[src/sv/pipt_pkg.sv]
// Shared types and codes for the point-in-polygon test core.
package pipt_pkg;

   typedef enum logic [1:0] {
      OP_CLEAR  = 2'd0,
      OP_APPEND = 2'd1,
      OP_TEST   = 2'd2,
      OP_NONE   = 2'd3
   } op_type;

   typedef enum logic [1:0] {
      STATUS_OK    = 2'd0,
      STATUS_FULL  = 2'd1,
      STATUS_EMPTY = 2'd2
   } status_type;

   // Classification of one polygon edge against the tested point.
   typedef struct packed {
      logic straddle;   // ends lie on different sides of the point's row
      logic same_side;  // both ends strictly left or both strictly right of the point
      logic px_ge;      // current vertex x at or right of the point
      logic den_pos;    // previous vertex y above current vertex y
   } edge_flags_type;

   typedef struct packed {
      logic toggle;
      logic boundary;
   } edge_verdict_type;

endpackage

[src/sv/pipt_vertex_ram.sv]
// Vertex store: one write port, one read port with registered read data.
module pipt_vertex_ram #(
   parameter int DEPTH = 64,
   parameter int WIDTH = 32
) (
   input  logic                     clock,
   input  logic                     wr_en,
   input  logic [$clog2(DEPTH)-1:0] wr_addr,
   input  logic [WIDTH-1:0]         wr_data,
   input  logic                     rd_en,
   input  logic [$clog2(DEPTH)-1:0] rd_addr,
   output logic [WIDTH-1:0]         rd_data
);

   logic [WIDTH-1:0] mem [DEPTH];
   logic [WIDTH-1:0] rd_data_ff;

   always_ff @(posedge clock) begin
      if (wr_en) begin
         mem[wr_addr] <= wr_data;
      end
   end

   always_ff @(posedge clock) begin
      if (rd_en) begin
         rd_data_ff <= mem[rd_addr];
      end
   end

   assign rd_data = rd_data_ff;

endmodule

[src/sv/pipt_mul_unit.sv]
// Shared signed multiplier with a registered product.
module pipt_mul_unit #(
   parameter int OPW = 17
) (
   input  logic                    clock,
   input  logic                    en,
   input  logic signed [OPW-1:0]   op_a,
   input  logic signed [OPW-1:0]   op_b,
   output logic signed [2*OPW-1:0] product
);

   logic signed [2*OPW-1:0] product_ff;

   always_ff @(posedge clock) begin
      if (en) begin
         product_ff <= (2*OPW)'(op_a) * (2*OPW)'(op_b);
      end
   end

   assign product = product_ff;

endmodule

[src/sv/pipt_edge_judge.sv]
// Crossing decision for one classified edge from its two cross products.
module pipt_edge_judge #(
   parameter int PW = 34
) (
   input  pipt_pkg::edge_flags_type   flags,
   input  logic signed [PW-1:0]       num,
   input  logic signed [PW-1:0]       rhs,
   output pipt_pkg::edge_verdict_type verdict
);

   logic equal;
   logic crosses;

   // The intercept compare flips direction with the sign of the y span.
   assign equal   = (num == rhs);
   assign crosses = flags.den_pos ? (num <= rhs) : (num >= rhs);

   always_comb begin
      verdict.toggle   = 1'b0;
      verdict.boundary = 1'b0;
      if (flags.straddle) begin
         if (flags.same_side) begin
            verdict.toggle = flags.px_ge;
         end else begin
            verdict.boundary = equal;
            verdict.toggle   = !equal && crosses;
         end
      end
   end

endmodule

[src/sv/point_in_polygon_test_core.sv]
// Point-in-polygon test core: vertex store, edge-walk sequencer and result register.
// Clear, append and unused op words: busy stays low, result strobe in the next cycle.
// Test word on a non-empty store: busy during the walk, result strobe in the cycle after;
// each edge takes two passes through the single shared multiplier.
// The receiver cannot stall; every result is shown for exactly one cycle.
// Synchronous reset empties the polygon and clears the sequencer; the store is not swept.
module point_in_polygon_test_core #(
   parameter int MAX_VERTICES = 64,
   parameter int COORD_BITS   = 16
) (
   input  logic                         clock,
   input  logic                         reset,
   input  logic                         start,
   output logic                         busy,
   input  logic [1:0]                   req_op,
   input  logic signed [COORD_BITS-1:0] req_coord_x,
   input  logic signed [COORD_BITS-1:0] req_coord_y,
   output logic                         rsp_strobe,
   output logic                         rsp_inside_res,
   output logic                         rsp_on_boundary,
   output logic [1:0]                   rsp_status
);

   localparam int AW  = $clog2(MAX_VERTICES);
   localparam int CW  = $clog2(MAX_VERTICES + 1);
   localparam int W   = COORD_BITS;
   localparam int OPW = COORD_BITS + 1;
   localparam int PW  = 2 * OPW;

   typedef enum logic [2:0] {
      ST_IDLE,
      ST_PRIME,
      ST_EDGE_A,
      ST_EDGE_B,
      ST_DONE
   } state_type;

   state_type                  state_ff, state_in;
   logic [CW-1:0]              count_ff, count_in;
   logic [AW-1:0]              idx_ff, idx_in;
   logic signed [W-1:0]        cx_ff, cx_in, cy_ff, cy_in;
   logic signed [W-1:0]        qx_ff, qx_in, qy_ff, qy_in;
   logic signed [W-1:0]        px_ff, px_in, py_ff, py_in;
   logic signed [PW-1:0]       num_ff, num_in;
   pipt_pkg::edge_flags_type   flags_ff, flags_in;
   logic                       parity_ff, parity_in;
   logic                       bound_ff, bound_in;
   logic                       rsp_strobe_ff, rsp_strobe_in;
   logic                       rsp_inside_ff, rsp_inside_in;
   logic                       rsp_onb_ff, rsp_onb_in;
   pipt_pkg::status_type       rsp_status_ff, rsp_status_in;

   logic                       accept;
   logic                       imm_accept;
   pipt_pkg::op_type           op;
   logic                       wr_en;
   logic                       rd_en;
   logic [AW-1:0]              rd_addr;
   logic [2*W-1:0]             rd_data;
   logic signed [W-1:0]        rd_x, rd_y;
   logic                       mul_en;
   logic signed [OPW-1:0]      mul_a, mul_b;
   logic signed [PW-1:0]       product;
   pipt_pkg::edge_verdict_type verdict;
   logic [CW-1:0]              count_m1;
   logic [AW:0]                idx_inc;
   logic                       idx_last;
   logic signed [OPW-1:0]      dxp, dxq;
   logic                       final_parity, final_bound;

   assign op         = pipt_pkg::op_type'(req_op);
   assign busy       = (state_ff != ST_IDLE);
   assign accept     = start && !busy;
   assign imm_accept = accept && !(op == pipt_pkg::OP_TEST && count_ff != '0);
   assign rd_x       = rd_data[2*W-1:W];
   assign rd_y       = rd_data[W-1:0];
   assign count_m1   = count_ff - CW'(1);
   assign idx_inc    = {1'b0, idx_ff} + (AW+1)'(1);
   assign idx_last   = (CW'(idx_ff) + CW'(1)) == count_ff;
   assign dxp        = OPW'(rd_x) - OPW'(cx_ff);
   assign dxq        = OPW'(qx_ff) - OPW'(cx_ff);
   assign final_parity = parity_ff ^ verdict.toggle;
   assign final_bound  = bound_ff | verdict.boundary;

   pipt_vertex_ram #(
      .DEPTH (MAX_VERTICES),
      .WIDTH (2 * W)
   ) u_ram (
      .clock   (clock),
      .wr_en   (wr_en),
      .wr_addr (count_ff[AW-1:0]),
      .wr_data ({req_coord_x, req_coord_y}),
      .rd_en   (rd_en),
      .rd_addr (rd_addr),
      .rd_data (rd_data)
   );

   pipt_mul_unit #(
      .OPW (OPW)
   ) u_mul (
      .clock   (clock),
      .en      (mul_en),
      .op_a    (mul_a),
      .op_b    (mul_b),
      .product (product)
   );

   // The product register holds the previous edge's right-hand term while the
   // next edge's first product is being formed.
   pipt_edge_judge #(
      .PW (PW)
   ) u_judge (
      .flags   (flags_ff),
      .num     (num_ff),
      .rhs     (product),
      .verdict (verdict)
   );

   always_comb begin
      state_in      = state_ff;
      count_in      = count_ff;
      idx_in        = idx_ff;
      cx_in         = cx_ff;
      cy_in         = cy_ff;
      qx_in         = qx_ff;
      qy_in         = qy_ff;
      px_in         = px_ff;
      py_in         = py_ff;
      num_in        = num_ff;
      flags_in      = flags_ff;
      parity_in     = parity_ff;
      bound_in      = bound_ff;
      rsp_strobe_in = 1'b0;
      rsp_inside_in = rsp_inside_ff;
      rsp_onb_in    = rsp_onb_ff;
      rsp_status_in = rsp_status_ff;
      wr_en         = 1'b0;
      rd_en         = 1'b0;
      rd_addr       = '0;
      mul_en        = 1'b0;
      mul_a         = OPW'(rd_y) - OPW'(cy_ff);
      mul_b         = OPW'(qx_ff) - OPW'(rd_x);

      unique case (state_ff)
         ST_IDLE: begin
            if (accept) begin
               rsp_strobe_in = 1'b1;
               rsp_inside_in = 1'b0;
               rsp_onb_in    = 1'b0;
               rsp_status_in = pipt_pkg::STATUS_OK;
               unique case (op)
                  pipt_pkg::OP_CLEAR: begin
                     count_in = '0;
                  end
                  pipt_pkg::OP_APPEND: begin
                     if (count_ff == CW'(MAX_VERTICES)) begin
                        rsp_status_in = pipt_pkg::STATUS_FULL;
                     end else begin
                        wr_en    = 1'b1;
                        count_in = count_ff + CW'(1);
                     end
                  end
                  pipt_pkg::OP_TEST: begin
                     if (count_ff == '0) begin
                        rsp_status_in = pipt_pkg::STATUS_EMPTY;
                     end else begin
                        // Fetch the last vertex first: it opens the closing edge.
                        rsp_strobe_in = 1'b0;
                        rd_en         = 1'b1;
                        rd_addr       = count_m1[AW-1:0];
                        cx_in         = req_coord_x;
                        cy_in         = req_coord_y;
                        state_in      = ST_PRIME;
                     end
                  end
                  pipt_pkg::OP_NONE: begin
                  end
               endcase
            end
         end
         ST_PRIME: begin
            qx_in     = rd_x;
            qy_in     = rd_y;
            rd_en     = 1'b1;
            rd_addr   = '0;
            idx_in    = '0;
            parity_in = 1'b0;
            bound_in  = 1'b0;
            state_in  = ST_EDGE_A;
         end
         ST_EDGE_A: begin
            px_in              = rd_x;
            py_in              = rd_y;
            mul_en             = 1'b1;
            flags_in.straddle  = (rd_y >= cy_ff) != (qy_ff >= cy_ff);
            flags_in.same_side = (!dxp[OPW-1] && dxp != '0 && !dxq[OPW-1] && dxq != '0)
                                 || (dxp[OPW-1] && dxq[OPW-1]);
            flags_in.px_ge     = (rd_x >= cx_ff);
            flags_in.den_pos   = (qy_ff > rd_y);
            // Settle the edge before this one, except on the first edge of a walk.
            if (idx_ff != '0) begin
               parity_in = final_parity;
               bound_in  = final_bound;
            end
            state_in = ST_EDGE_B;
         end
         ST_EDGE_B: begin
            mul_en = 1'b1;
            mul_a  = OPW'(qy_ff) - OPW'(py_ff);
            mul_b  = OPW'(px_ff) - OPW'(cx_ff);
            num_in = product;
            qx_in  = px_ff;
            qy_in  = py_ff;
            if (idx_last) begin
               state_in = ST_DONE;
            end else begin
               rd_en    = 1'b1;
               rd_addr  = idx_inc[AW-1:0];
               idx_in   = idx_inc[AW-1:0];
               state_in = ST_EDGE_A;
            end
         end
         ST_DONE: begin
            rsp_strobe_in = 1'b1;
            rsp_inside_in = final_parity && !final_bound;
            rsp_onb_in    = final_bound;
            rsp_status_in = pipt_pkg::STATUS_OK;
            state_in      = ST_IDLE;
         end
         default: begin
            state_in = ST_IDLE;
         end
      endcase
   end

   always_ff @(posedge clock) begin
      if (reset) begin
         state_ff      <= ST_IDLE;
         count_ff      <= '0;
         rsp_strobe_ff <= 1'b0;
      end else begin
         state_ff      <= state_in;
         count_ff      <= count_in;
         rsp_strobe_ff <= rsp_strobe_in;
      end
      idx_ff        <= idx_in;
      cx_ff         <= cx_in;
      cy_ff         <= cy_in;
      qx_ff         <= qx_in;
      qy_ff         <= qy_in;
      px_ff         <= px_in;
      py_ff         <= py_in;
      num_ff        <= num_in;
      flags_ff      <= flags_in;
      parity_ff     <= parity_in;
      bound_ff      <= bound_in;
      rsp_inside_ff <= rsp_inside_in;
      rsp_onb_ff    <= rsp_onb_in;
      rsp_status_ff <= rsp_status_in;
   end

   assign rsp_strobe      = rsp_strobe_ff;
   assign rsp_inside_res  = rsp_inside_ff;
   assign rsp_on_boundary = rsp_onb_ff;
   assign rsp_status      = rsp_status_ff;

   a_rsp_source: assert property (@(posedge clock) disable iff (reset)
      rsp_strobe |-> ($past(state_ff) == ST_DONE) || $past(imm_accept))
      else $error("Result word without a finished walk or an immediate command.");

   a_no_rsp_while_busy: assert property (@(posedge clock) disable iff (reset)
      busy |-> !rsp_strobe)
      else $error("Result word shown while a walk is in progress.");

   a_edge_two_pass: assert property (@(posedge clock) disable iff (reset)
      state_ff == ST_EDGE_A |=> state_ff == ST_EDGE_B)
      else $error("Edge walk skipped its second multiplier pass.");

   a_boundary_not_inside: assert property (@(posedge clock) disable iff (reset)
      rsp_strobe && rsp_on_boundary |-> !rsp_inside_res && rsp_status == pipt_pkg::STATUS_OK)
      else $error("Boundary result also reports inside or a bad status.");

   a_count_bound: assert property (@(posedge clock) disable iff (reset)
      count_ff <= CW'(MAX_VERTICES))
      else $error("Vertex count exceeds the store depth.");

endmodule

[config.mk]
export PLATFORM = sky130hd
export DESIGN_NAME = point_in_polygon_test_core
export DESIGN_NICKNAME = d
export VERILOG_FILES = /design/src/sv/pipt_pkg.sv /design/src/sv/pipt_vertex_ram.sv /design/src/sv/pipt_mul_unit.sv /design/src/sv/pipt_edge_judge.sv /design/src/sv/point_in_polygon_test_core.sv
export SDC_FILE = /design/constraint.sdc
export NUM_CORES = 2
export LEC_CHECK = 0
export ABC_AREA = 1
export BUFFER_PORTS_ARGS = -buffer_cell sky130_fd_sc_hd__buf_2
export CAP_MARGIN = 20
export CORE_UTILIZATION = 65
export CTS_BUF_LIST = sky130_fd_sc_hd__clkbuf_8
export DETAILED_ROUTE_END_ITERATION = 8
export MAX_ROUTING_LAYER = met4
export PLACE_DENSITY = 0.81
export SLEW_MARGIN = 0
export SYNTH_ARGS = -nofsm -noshare
export SYNTH_HDL_FRONTEND = slang
export SYNTH_SLANG_ARGS = --single-unit
[constraint.sdc]
create_clock -name clock -period 15.01 [get_ports clock]
set_input_delay 2.2515 -clock clock [delete_from_list [all_inputs] [get_ports clock]]
set_output_delay 2.2515 -clock clock [all_outputs]
set_load 0.01 [all_outputs]
Yosys cells after proc, flatten, opt, wreduce, memory -nomap -nowiden
Memories as Yosys holds them, arrays and structs flattened. A register that Yosys moved wholly into a read port is not among the register bits.
Cells that the tools add are included.
{ "totals": {"register_bits": 191, "mem_bits_rw": 2048, "input_bits": 37, "n_memories": 1} }
{ "classes": {"n_addsub": 9, "multipliers": 1, "order_cmp": 6, "eq_ne": 16, "mux": 50, "bitwise_logic": 3, "n_reduce_logical": 31} }
{ "memory_table": {"columns": ["memory", "words", "width", "rd", "rd_clocked_by_memory_dff", "wr", "line_no", "rtl"], "rows": [
  ["u_ram.mem", 64, 32, 1, 1, 1, "pipt_vertex_ram.sv:15", "logic [WIDTH-1:0] mem [DEPTH];"]
]} }
{ "ops": {"columns": ["cell", "n"], "rows": [
  ["$sub 16x16->17", 6],
  ["$pmux 16 s2", 2],
  ["$ge 16x16->1", 3],
  ["$eq 34x34->1", 1],
  ["$ge 34x34->1", 1],
  ["$le 34x34->1", 1],
  ["$mul 17x17->34", 1],
  ["$mux 17", 2],
  ["$reduce_bool 17->1", 2],
  ["$mux 6", 5],
  ["$pmux 6 s2", 2],
  ["$mux 1", 21],
  ["$gt 16x16->1", 1],
  ["$pmux 7 s2", 1],
  ["$mux 3", 4],
  ["$ne 2x2->1 const B", 6],
  ["$pmux 3 s4", 1],
  ["$pmux 1 s2", 5],
  ["$pmux 2 s2", 2],
  ["$reduce_and 4->1", 2],
  ["$reduce_bool 2->1", 4],
  ["$add 6x1->7 const B", 1],
  ["$add 7x1->7 const B", 1],
  ["$eq 7x7->1", 1],
  ["25 further kinds", 40]
]} }

Depth between registers and ports, before layout
{ "depth": {"ltp_word": 9, "ltp_mapped": 42, "ltp_nobuf": 41} }

By module
From an unflattened synthesis, not the netlist that was laid out.
{ "unflattened": {"hier_cells": 10168, "area_unflattened_um2": 109307.3} }
{ "modules_own_cells": {"columns": ["mod", "instances", "cells_each", "area_per_inst_um2", "seq_area_each_um2"], "rows": [
  ["pipt_vertex_ram", 1, 6769, 83058.4, 62459.9],
  ["pipt_mul_unit", 1, 1663, 13041.3, 1021.0],
  ["point_in_polygon_test_core", 1, 1557, 12165.4, 4604.4],
  ["pipt_edge_judge", 1, 179, 1042.2, 0.0]
]} }

Worst setup path before layout
No wires, ideal clock.
{ "synth_path": {"path_kind": "register -> register", "from": "reg state_ff[0]", "to": "reg u_mul.product_ff[30] (netlist: u_mul.product[30]) (data pin)", "arrival_time_ns": 8.178, "t_required_ns": 14.745, "slack_ns": 6.567, "path_stages_with_launch": 33, "n_path_buf": 3, "period_less_slack_ns": 8.443, "path_cell_list": "dfxtp_1 > inv_1 > nor2_1 > inv_1 > nor2_2 > inv_1 > buf_2 > buf_1 > a21oi_1 > nand2_1 > nand2_1 > clkbuf_1 > nor2_1 > fa_1 > inv_1 > fa_1 > inv_1 > fa_1 > fa_1 > fa_1 > inv_1 > fa_1 > inv_1 > ha_1 > nand2_1 > nor4_1 > nand4_1 > nand3_1 > nand2_1 > o211ai_1 > a21boi_0 > o21ai_0 > xor2_1"} }
{ "synth_via": {"elab_chain_len": 3} }
{ "synth_rtl": {"columns": ["element", "line_no", "rtl"], "rows": [
  ["from (decl)", "point_in_polygon_test_core.sv:38", "state_type state_ff, state_in;"],
  ["from (signal assigned)", "point_in_polygon_test_core.sv:242", "state_ff <= state_in;"],
  ["$eq 3x2->1 (*)", "point_in_polygon_test_core.sv:144", "unique case (state_ff)"],
  ["$mux 17", "point_in_polygon_test_core.sv:144", null],
  ["$mul 17x17->34 (*)", "pipt_mul_unit.sv:16", "product_ff <= (2*OPW)'(op_a) * (2*OPW)'(op_b);"],
  ["to (signal assigned)", "pipt_mul_unit.sv:16", null],
  ["to (decl)", "pipt_mul_unit.sv:12", "logic signed [2*OPW-1:0] product_ff;"]
]} }
Mark *: on every way between the ends. The rest lies on a longest branch, timed or not.
A chain may end at the register's enable or synchronous reset.

Worst setup path after layout
{ "layout_path": {"from": "reg state_ff[0]", "to": "reg u_mul.product_ff[27] (netlist: u_mul.product[27]) (data pin)"} }
The elaborated chain is that of the path after synthesis.

==> summary.md <==
| Metric | Value |
|---|---|
| Status | `completed` |
| Post-route DRC | `0` |
| Iter 0 DRT Violations | `about 13,000` |
| Clk buf depth | `4` |
| Peak Freq | `0.108 GHz` |
| Worst slew pin tran | `1200 ps` |
| DR top layer | `met4` |
| Ys Warns | `0` |
| Via/cell ratio | `6.21` |
| Metal-1 WL | `118,000 µm` |
| Drt pass-1 iters | `9` |
| Largest net degree at the start of global routing | `between 150 and 200` |
| CTS Hold Bufs | `0` |
| Slowest CP cell | `buf_4` |
| Cell Area, Synth | `113,000 µm²` |
| Met3 Routed Length | `approximately 43,000 µm` |
| Die area | `176,000 µm²` |
| Die Height | `around 420 µm` |
| Critical path class | `flop to flop` |
| Hpwl dp | `189,000 µm` |
| Tot GR Track Use | `38.4%` |
| Synth cell types | `53` |
| Leakage | `49.6 nW` |
| Hold Fails Final Rpt | `0` |
| Post-Route Setup TNS | `0 ps` |
| Worst EP required | `15,780 ps` |
| Slew Limit Fails | `0` |
| Clk_skew | `123 ps` |
| Area post-placement | `roughly 120,000 µm²` |
| RePlAce Congestion | `roughly 0.96` |
| FILL cells | `12,000` |
| EDFF count, synth | `2,260` |
| H-Tree Depth | `5` |
| Wire length on met2 | `147,000 µm` |
| Relative slew slack | `19.5%` |
| Pwr/cell area | `133 nW/µm²` |
| Multi-input combinational cell area | `between 30,000 and 40,000 µm²` |
| Sequential Area | `68,100 µm²` |
| Fin crit share | `61.9%` |
| Maximum vdd drop | `approximately 0.00034 V` |
| Final wirelength | `327,000 µm` |
| First-pass GRT wire length | `488,000 µm` |
| Syn Nets | `11,400` |
| Setup repair after global routing missed its margin | `false` |
| Vias | `83,000` |
| Synth Flop Type | `edfxtp_1` |
| Total gr overflow | `0` |
| Cell Rows | `152` |
| Syn-to-layout area delta | `7.81%` |
| Commonest non-fill, non-tap cell in the layout | `nand2_1` |
| Clock Root Buffer | `clkbuf_8` |
| Final worst setup slack | `5720 ps` |
| Max incr delay on CP | `about 650 ps` |
| Fin nets | `11,400` |
| I/O pin count | `43` |
| Initial antenna violation count | `10` |
| Core area | `172,000 µm²` |
| Starting Density | `65.8%` |
| Num Clock Sinks | `2,271` |
| Share of cells above drive strength 1 | `6.76%` |
| Most used cell, CP | `fa_1` |
| Die width | `420 µm` |
| Max-cap violations | `0` |
| Total power | `16.3 mW` |
| Critical path peak fanout | `65` |
| I/O Buffers | `42` |
| Count of final setup violators | `0` |
| Min-delay worst type | `flop to flop` |
| Post-synthesis sequential element count | `2,271` |
| Setup crit end kind | `flop` |
| CTS tree | `done` |
| PostCTS Resize Cnt | `0` |
| Arr. time, crit path | `between 10,000 and 15,000 ps` |
| Vias in the first global route | `81,200` |
| Routed Antenna Nets | `0` |
| Fin area | `122,000 µm²` |
| Seq/Total Area, Yosys | `60.0%` |
| Async set-reset flop share out of synthesis | `0%` |
| Final min period | `9290 ps` |
| Clk pin slew, worst setup/hold paths | `approximately 60 ps` |
| Synth Area per Inst | `10.5 µm²` |
| Worst skew pair latency | `1120 ps` |
| Post-CTS Setup Inserts | `0` |
| Post-Syn Instances | `10,800` |
| Setup Slack @ Placement | `a little under 6000 ps` |
| TritonCTS Buffers | `370` |
| Most frequent cells in the layout | `2,405 x nand2_1, 2,269 x nand3_1, 2,260 x edfxtp_1` |
| Crit start category | `flop` |
| WL/cell | `between 20 and 25 µm` |
## registers in the layout, indices dropped and copies added (netlist names), 6 cells and up
| register | flops |
|---|---|
| u_mul.product | 34 |
| idx_ff | 6 |
| cy_ff | 16 |
| u_ram.mem | 2048 |
| py_ff | 16 |
| num_ff | 34 |
| u_ram.rd_data | 32 |
| qy_ff | 16 |
| px_ff | 16 |
| qx_ff | 16 |
| cx_ff | 16 |
| count_ff | 7 |
## path summary, 6_finish.rpt
check	start	slack, ps	endpoint	cells after the start
max	state_ff[0]	5720	u_mul.product[27]	29
min	u_mul.product[15]	440	num_ff[15]	0
max reg2reg	state_ff[0]	5720	u_mul.product[27]	29
min reg2reg	u_mul.product[15]	440	num_ff[15]	0
## per-layer routing
| layer | track usage [%] | vias up |
|---|---|---|
| li1 | - | 36500 |
| met1 | 50.3 | 39500 |
| met2 | 56.8 | 6026 |
| met3 | 7.62 | 1038 |
| met4 | 21.1 | 0 |
| met5 | - | - |
## where the power goes
part           switching [mW]  internal, mW
combinational            2.71          1.58
sequential            0.00520          7.21
clock                    2.39          2.36
## cell type report
cell class / count / area share [%]
Antenna cell: 8 / 0.0164
Timing Repair Buffer: 221 / 1.47
Multi-Input combinational cell: 6512 / 31.0
Clock inverter: 241 / 0.870
Tap cell: 2310 / 2.36
Sequential cell: 2271 / 55.7
Inverter: 1433 / 4.41
Clock buffer: 377 / 4.24
## logic make-up (layout without fill, tap and decap cells)
kind of cell    count (synthesis)  after routing  share of synthesized area (%)
compound gates                377            377                           1.88
xor+xnor                       86             86                          0.664
fa+ha+maj                     556            556                           8.12
buf+inv                      2030           2272                           7.08
flops                        2271           2271                           60.0
other cells                     0              8                              0
simple gates                 5493           5493                           22.3
## worst max-delay path, delay by kind of cell, from the launching register on
family | cells | cell delay [ps]
compound gates | 6 | 1750
flops | 1 | 360
xor+xnor | 1 | 140
fa+ha+maj | 7 | 3170
simple gates | 6 | 880
buf+inv | 9 | 2610
## per-stage QoR
step	instances	hold slack, ps	utilization, %
2_1_floorplan	10800	426	-
3_3_place_gp	12700	432	67.2
3_5_place_dp	12700	436	67.3
4_1_cts	13400	428	70.9
5_1_grt	13400	441	70.9
6_report	13400	436	70.9
## Yosys cell counts, types with 8 or more instances
master | number | share of area, %
nand2_1 | 2405 | 8.0
nand3_1 | 2270 | 10
edfxtp_1 | 2260 | 60
inv_1 | 1417 | 4.7
nand3b_1 | 416 | 2.8
nor2_1 | 302 | 1.0
buf_2 | 301 | 1.3
fa_1 | 301 | 5.3
ha_1 | 255 | 2.8
clkbuf_1 | 231 | 0.76
a21oi_1 | 159 | 0.70
o21ai_0 | 131 | 0.58
buf_1 | 57 | 0.19
xor2_1 | 51 | 0.39
xnor2_1 | 35 | 0.27
nor3_1 | 34 | 0.15
nand4_1 | 33 | 0.18
o21bai_1 | 15 | 0.099
o21a_1 | 12 | 0.079
clkinv_1 | 11 | 0.036
dfxtp_1 | 11 | 0.19
or2_2 | 11 | 0.061
a21o_1 | 8 | 0.053
o211ai_1 | 8 | 0.053
Power figures use the tool's default switching activity.
